--- src/rtl/dss_pkg.sv ---
// ----------------------------------------------------------------------------
// dss_pkg
// Shared types and constants for the drum step sequencer: payload structs,
// request codes, MIDI message constants and the controller/datapath link.
// ----------------------------------------------------------------------------
package dss_pkg;

    // Default sizes, handed to the top level as parameter defaults
    localparam int INSTRUMENTS_DEF = 32;
    localparam int MAX_STEPS_DEF   = 128;

    // Field widths fixed by the item format
    localparam int INST_W   = 5;
    localparam int STEP_W   = 7;
    localparam int CFG_IDX_W  = 2;
    localparam int CFG_DATA_W = 8;

    // Request codes
    localparam logic [1:0] REQ_TICK  = 2'd0;
    localparam logic [1:0] REQ_WRITE = 2'd1;
    localparam logic [1:0] REQ_START = 2'd2;
    localparam logic [1:0] REQ_STOP  = 2'd3;

    // Configuration register indexes
    localparam logic [CFG_IDX_W-1:0] CFG_STEPS_IN_LOOP = 2'd0;
    localparam logic [CFG_IDX_W-1:0] CFG_NOTE_VELOCITY = 2'd1;

    localparam logic [7:0] STEPS_IN_LOOP_RST = 8'd16;
    localparam logic [6:0] NOTE_VELOCITY_RST = 7'd127;

    // MIDI channel 10 messages
    localparam logic [7:0] ST_NOTE_OFF   = 8'h89;
    localparam logic [7:0] ST_NOTE_ON    = 8'h99;
    localparam logic [7:0] ST_PROGRAM    = 8'hC9;
    localparam logic [7:0] ST_CONTROL    = 8'hB9;
    localparam logic [6:0] FIRST_NOTE    = 7'd35;
    localparam logic [6:0] ALL_NOTES_OFF = 7'd123;

    typedef struct packed {
        logic [1:0]        req_type;
        logic [INST_W-1:0] cell_instrument;
        logic [STEP_W-1:0] cell_step;
        logic              cell_value;
    } req_item_t;

    typedef struct packed {
        logic [7:0]        midi_status;
        logic [6:0]        midi_data1;
        logic [6:0]        midi_data2;
        logic [STEP_W-1:0] step_index;
        logic              last;
    } midi_msg_t;

    // Controller to datapath
    typedef struct packed {
        logic accept;       // latch request, apply start/stop
        logic div_start;    // load (step + 1) into the remainder unit
        logic div_step;     // one remainder iteration
        logic rd_prev;      // read previous column, advance the steps
        logic rd_cur;       // read current column, capture note-off row
        logic cap_on;       // capture note-on row
        logic rd_cell;      // read column of a cell write
        logic wr_cell;      // write modified column back
        logic emit_single;  // program change or all-notes-off
        logic emit_scan;    // next note-off / note-on from the captured rows
    } dp_cmd_t;

    // Datapath to controller
    typedef struct packed {
        logic playing;
        logic started;
        logic div_last;
        logic out_free;
        logic scan_empty;
        logic scan_last;
    } dp_status_t;

endpackage

--- src/rtl/dss_ctrl.sv ---
// ----------------------------------------------------------------------------
// dss_ctrl
// Sequencer controller: takes one request at a time and steps the datapath
// through remainder, column reads, cell writes and message emission.
// ----------------------------------------------------------------------------
module dss_ctrl
(
    input  logic               clk,
    input  logic               rst_n,
    input  logic               req_valid,
    input  logic [1:0]         req_type,
    output logic               req_ready,
    input  dss_pkg::dp_status_t status,
    output dss_pkg::dp_cmd_t    cmd
);
    import dss_pkg::*;

    typedef enum logic [8:0] {
        S_IDLE   = 9'b000000001,
        S_DIV    = 9'b000000010,
        S_RD_OFF = 9'b000000100,
        S_RD_ON  = 9'b000001000,
        S_CAP    = 9'b000010000,
        S_EMIT   = 9'b000100000,
        S_WR_RD  = 9'b001000000,
        S_WR     = 9'b010000000,
        S_MSG    = 9'b100000000
    } ctrl_state_t;

    ctrl_state_t state_reg;
    ctrl_state_t state_next;
    logic        accept;

    assign req_ready = (state_reg == S_IDLE);
    assign accept    = req_valid && req_ready;

    always_comb
    begin
        state_next      = state_reg;
        cmd             = '0;
        cmd.accept      = accept;
        unique case (state_reg)
            S_IDLE:
            begin
                if (accept)
                begin
                    unique case (req_type)
                        REQ_TICK:
                        begin
                            if (!status.playing)
                                state_next = S_IDLE;
                            else if (status.started)
                            begin
                                cmd.div_start = 1'b1;
                                state_next    = S_DIV;
                            end
                            else
                                state_next = S_RD_OFF;
                        end
                        REQ_WRITE: state_next = S_WR_RD;
                        default:   state_next = S_MSG;
                    endcase
                end
            end
            S_DIV:
            begin
                cmd.div_step = 1'b1;
                if (status.div_last)
                    state_next = S_RD_OFF;
            end
            S_RD_OFF:
            begin
                cmd.rd_prev = 1'b1;
                state_next  = S_RD_ON;
            end
            S_RD_ON:
            begin
                cmd.rd_cur = 1'b1;
                state_next = S_CAP;
            end
            S_CAP:
            begin
                cmd.cap_on = 1'b1;
                state_next = S_EMIT;
            end
            S_EMIT:
            begin
                cmd.emit_scan = 1'b1;
                if (status.scan_empty || (status.out_free && status.scan_last))
                    state_next = S_IDLE;
            end
            S_WR_RD:
            begin
                cmd.rd_cell = 1'b1;
                state_next  = S_WR;
            end
            S_WR:
            begin
                cmd.wr_cell = 1'b1;
                state_next  = S_IDLE;
            end
            S_MSG:
            begin
                cmd.emit_single = 1'b1;
                if (status.out_free)
                    state_next = S_IDLE;
            end
            default: state_next = S_IDLE;
        endcase
    end

    always_ff @(posedge clk or negedge rst_n)
    begin
        if (!rst_n)
            state_reg <= S_IDLE;
        else
            state_reg <= state_next;
    end

endmodule

--- config.mk ---
export PLATFORM = sky130hd
export DESIGN_NAME = dss_ctrl
export DESIGN_NICKNAME = d
export VERILOG_FILES = /design/src/rtl/dss_pkg.sv /design/src/rtl/dss_ctrl.sv
export SDC_FILE = /design/constraint.sdc
export NUM_CORES = 1
export LEC_CHECK = 0
export ABC_AREA = 1
export ABC_CLOCK_PERIOD_IN_PS = 1800
export BUFFER_PORTS_ARGS = -buffer_cell sky130_fd_sc_hd__buf_2
export CAP_MARGIN = 20
export CORE_MARGIN = 5
export CORE_UTILIZATION = 49
export CTS_CLUSTER_DIAMETER = 50
export DETAILED_ROUTE_END_ITERATION = 10
export PLACE_DENSITY = 0.76
export SLEW_MARGIN = 20
export SYNTH_ARGS = -nofsm -noshare
export SYNTH_HDL_FRONTEND = slang
export SYNTH_SLANG_ARGS = --single-unit
--- constraint.sdc ---
create_clock -name clk -period 1.8 [get_ports clk]
set_input_delay 0.09 -clock clk [delete_from_list [all_inputs] [get_ports clk]]
set_output_delay 0.09 -clock clk [all_outputs]
set_load 0.01 [all_outputs]
## Yosys cells after proc, flatten, opt, wreduce, memory -nomap -nowiden

Index checks and enable logic that the tools add are counted.

| storage, ports and cells | value |
|---|---|
| register bits | 9 |
| input port bits | 11 |
| output and inout port bits | 11 |

| cells by class | value |
|---|---|
| equal/unequal tests | 14 |
| muxes and demuxes | 21 |
| reductions and logical operators | 5 |

Operators with widths:

| cell | count |
|---|---|
| case mux 9 bit (8 select lines) | 1 |
| two-way mux 9 bit | 4 |
| case mux 9 bit (2 select lines) | 1 |
| two-way mux 1 bit | 13 |
| == test 9 x 1 -> 1 bit (second input constant) | 1 |
| == test 9 x 2 -> 1 bit (second input constant) | 1 |
| == test 9 x 3 -> 1 bit (second input constant) | 1 |
| == test 9 x 4 -> 1 bit (second input constant) | 1 |
| == test 9 x 5 -> 1 bit (second input constant) | 1 |
| == test 9 x 6 -> 1 bit (second input constant) | 1 |
| == test 9 x 7 -> 1 bit (second input constant) | 1 |
| == test 9 x 8 -> 1 bit (second input constant) | 1 |
| == test 9 bit (second input constant) | 1 |
| two-way mux 3 bit | 2 |
| inequality test 2 bit (second input constant) | 3 |
| AND reduction 4 bit | 1 |
| == test 2 x 1 -> 1 bit (second input constant) | 1 |
| logical AND 1 bit | 2 |
| logical NOT 2 bit | 1 |
| inequality test 2 x 1 -> 1 bit (second input constant) | 1 |
| logical OR 1 bit | 1 |

## Depth between registers and ports, before layout

| logic depth | value |
|---|---|
| word-level depth | 5 |
| depth in mapped cells | 10 |
| gate-level depth less buffers | 10 |

## Worst setup path after synthesis

No wires, ideal clock.

| path | value |
|---|---|
| path type | register to output |
| start point | reg state_reg[0] |
| end point | out cmd[8] (netlist bit) |
| arrival | 1.260 ns |
| required time | 1.710 ns |
| slack | 0.450 ns |
| stages on the path, launching flop included | 7 |
| buffers on the path | 0 |
| cells stage by stage | dfstp_2 -> inv_1 -> nor2_1 -> nand3_4 -> nor2_2 -> and3_1 -> and2_1 |

RTL lines:

| element | line | RTL |
|---|---|---|
| from (decl) | dss_ctrl.sv:30 | `ctrl_state_t state_reg;` |
| from (signal assigned) | dss_ctrl.sv:117 | `state_reg <= state_next;` |
| to (decl) | dss_ctrl.sv:14 | `output dss_pkg::dp_cmd_t cmd` |

==> flow_summary.ini <==
[clock_tree]
cts_buffers = 3
clk_pin_slew_ns = 0.07
root_buffer = clkbuf_4
cts_max_path_buffers = 2
clkLatencyLatePin_ns = 0.27
htree_levels = 1
clkSinkCount = 9
cts_tree = done

[yosys]
synth_adder_area_share_pct = 0
synth_cell_type_count = 25
yosys-mux-area-fraction_pct = 0
synth.area.top_cells = dfrtp_1, nand2_1, nor2_1
syn-cell-area_um2 = 743.2
synth_xor_area_share_pct = 0
synth-async-reset-ratio_pct = 100.0
synth-seq-area-share_pct = 30.47
synth-edff-count = 0
synth-compound-area-share_pct = 2.020
synthSimpleGateAreaFrac_pct = 54.04
synth_top_area_share_pct = 26.94
ys.flop_type = dfrtp_1
avgSynthCellArea_um2 = 6.818
yosysWarnings = 0
synth_nets = 120
ys_ff_latch = 9
synth_top_cell_by_area = dfrtp_1
synth_commonest_cells = nand2_1, nor2_1, inv_1
synth_cells = 109
yosysMostFrequentCell = nand2_1
synth_top_family_by_area = simple AND/OR/NAND/NOR gates

[placed_design]
place_hpwl_um = 1532
portBuffers = 21
gp_congestion = 0.7585
dp_cells = 145

[hold_path]
hp-class = in -> reg
hp-start = req_type[0]
worstHoldPathCells = 3

[floorplanning]
fp-row-count = 14
initial_core_util_pct = 50.51
io_pins = 22
fp.dieH_um = 48.95
coreArea_um2 = 1471
die_w_um = 48.95
dieArea_um2 = 2396

[global_routing]
grt_max_degree = 10
grt_pass1_wl_um = 3118
grt_pass1_vias = 744
grt_overflow = 0
grt_util_all_layers_pct = 16.56
antenna_found_initial = 0

[drt]
drt-met1-wl_um = 765
wl_met2_um = 1038
highest_layer = met4
via_per_inst = 5.163
firstDrtPassIters = 4
ant_nets = 0
wirelength_um = 1932
drc = 0
dr_wl_met3_um = 77
drtIter0Drc = 19
wl_per_cell_um = 12.63
vias = 790

[timing]
rsz0062_at_grt = true
tns_ns = 0
clock.fmax_mhz = 565.4
setup_viol = 0
relSlewSlack_pct = 76.91
post-route-min-period_ns = 1.769
slew_viol_final = 0
fin_crit_sh_pct = 98.27
fin_worst_skew_ns = 0.0004978
tightestPinTransition_ns = 0.3437
hold_viol_final = 0

[worst_setup_path]
crit_fanout = 5
crit_path_end_kind = output port
worst_ep_arrival_time_ns = 1.68
reg2regPathDepth = 11
required_ns = 1.71
cp-start-kind = flip-flop
crit_start = state_reg[0]$_DFFE_PN1P_
path_class = reg -> out
r2r-start = state_reg[7]$_DFFE_PN0P_

[flow_run]
drv_cap = 0

[cells_and_area]
largest_register_ffs = 9
num-nets-final = 149
area_growth_pct = 27.27
fin_cells = 153
n_antenna_cell = 0
drive_gt1_share_pct = 41.61
fillCellCount = 138

[pwr]
leakage_nw = 0.5690
peakVddDrop_v = 0.0007227
powerDensity_nw_per_um2 = 1141

[status]
status = complete, no violations
-- power breakdown --
part / switching (W) / internal (W) / leakage (nW)
logic: 0.000416 / 0.000214 / 0.430
clock network: 0.0000845 / 0.0000824 / 0.0177
registers: 0.0000381 / 0.000244 / 0.121
total: 0.000539 / 0.000540 / 0.569
-- final timing paths --
check,to,slack [ns]
hold / removal,state_reg[6]$_DFFE_PN0P_,0.04
setup / recovery,cmd[8],0.03
setup reg to reg,state_reg[2]$_DFFE_PN0P_,0.33
min in group asynchronous,state_reg[4]$_DFFE_PN0P_,0.20
max in group asynchronous,state_reg[0]$_DFFE_PN1P_,1.35
hold reg to reg,state_reg[4]$_DFFE_PN0P_,0.57
-- metal layers --
metal / track usage (%) / vias to the layer above
li1: - / 401
met1: 18.28 / 365
met2: 29.78 / 19
met3: 2.141 / 5
met4: 9.417 / 0
met5: 0 / -
-- through the flow --
stage / total power (W) / hold slack [ns] / setup slack, ns / util, % / area [um^2]
detailed placement: 0.0008787 / -0.04506 / 0.2488 / 58.50 / 860.8
floorplan: 0.0007474 / -0.2056 / 0.4500 / - / 743.2
CTS: 0.001074 / 0.04303 / 0.01293 / 63.10 / 928.4
global placement: 0.0008489 / -0.04320 / 0.3431 / 58.50 / 860.8
finish: 0.001079 / 0.04320 / 0.03120 / 64.29 / 945.9
global route: 0.001170 / 0.03501 / -0.05334 / 64.29 / 945.9
-- cells in the final DEF (no fill, tap or decap), drive strengths merged --
master / instances
nor4: 7
nand4: 5
a21oi: 1
buf: 24
o21ai: 2
and3: 1
or2: 1
and2: 1
clkbuf: 3
inv: 23
nand2: 28
dfstp: 1
nand3: 5
dfrtp: 8
dlygate4sd3: 1
clkinv: 2
nor2: 21
nor3: 3
-- cells by family after synthesis --
family / Yosys count
DFF: 9
and+or+nand+nor: 72
buffers and inverters: 25
AOI/OAI and AO/OA: 3
-- repair_timing --
action	4_1_cts	5_1_grt
hold buffers	1	0
gates resized for setup	2	4
setup buffers	3	0
setup endpoints to repair	1	3
pin swaps	1	1
endpoints found under the hold margin	9	0
-- layout make-up --
cell class / instances / area [um^2] / area share (%)
multi-input combinational: 75 / 441.7 / 46.69
inverter: 24 / 92.59 / 9.788
clock inverter: 1 / 5.005 / 0.5291
tap: 16 / 20.02 / 2.116
timing repair buffer: 25 / 137.6 / 14.55
clock buffer: 3 / 22.52 / 2.381
sequential: 9 / 226.5 / 23.94
-- worst max-delay path: stages, from the launching register on --
cell and delay [ns]:
dfstp_2 0.57, inv_1 0.08, nor2_4 0.11, nand3_4 0.12, nor2_4 0.11, and3_4 0.19, and2_1 0.11, buf_2 0.12
(Power assumes the default switching activity.)
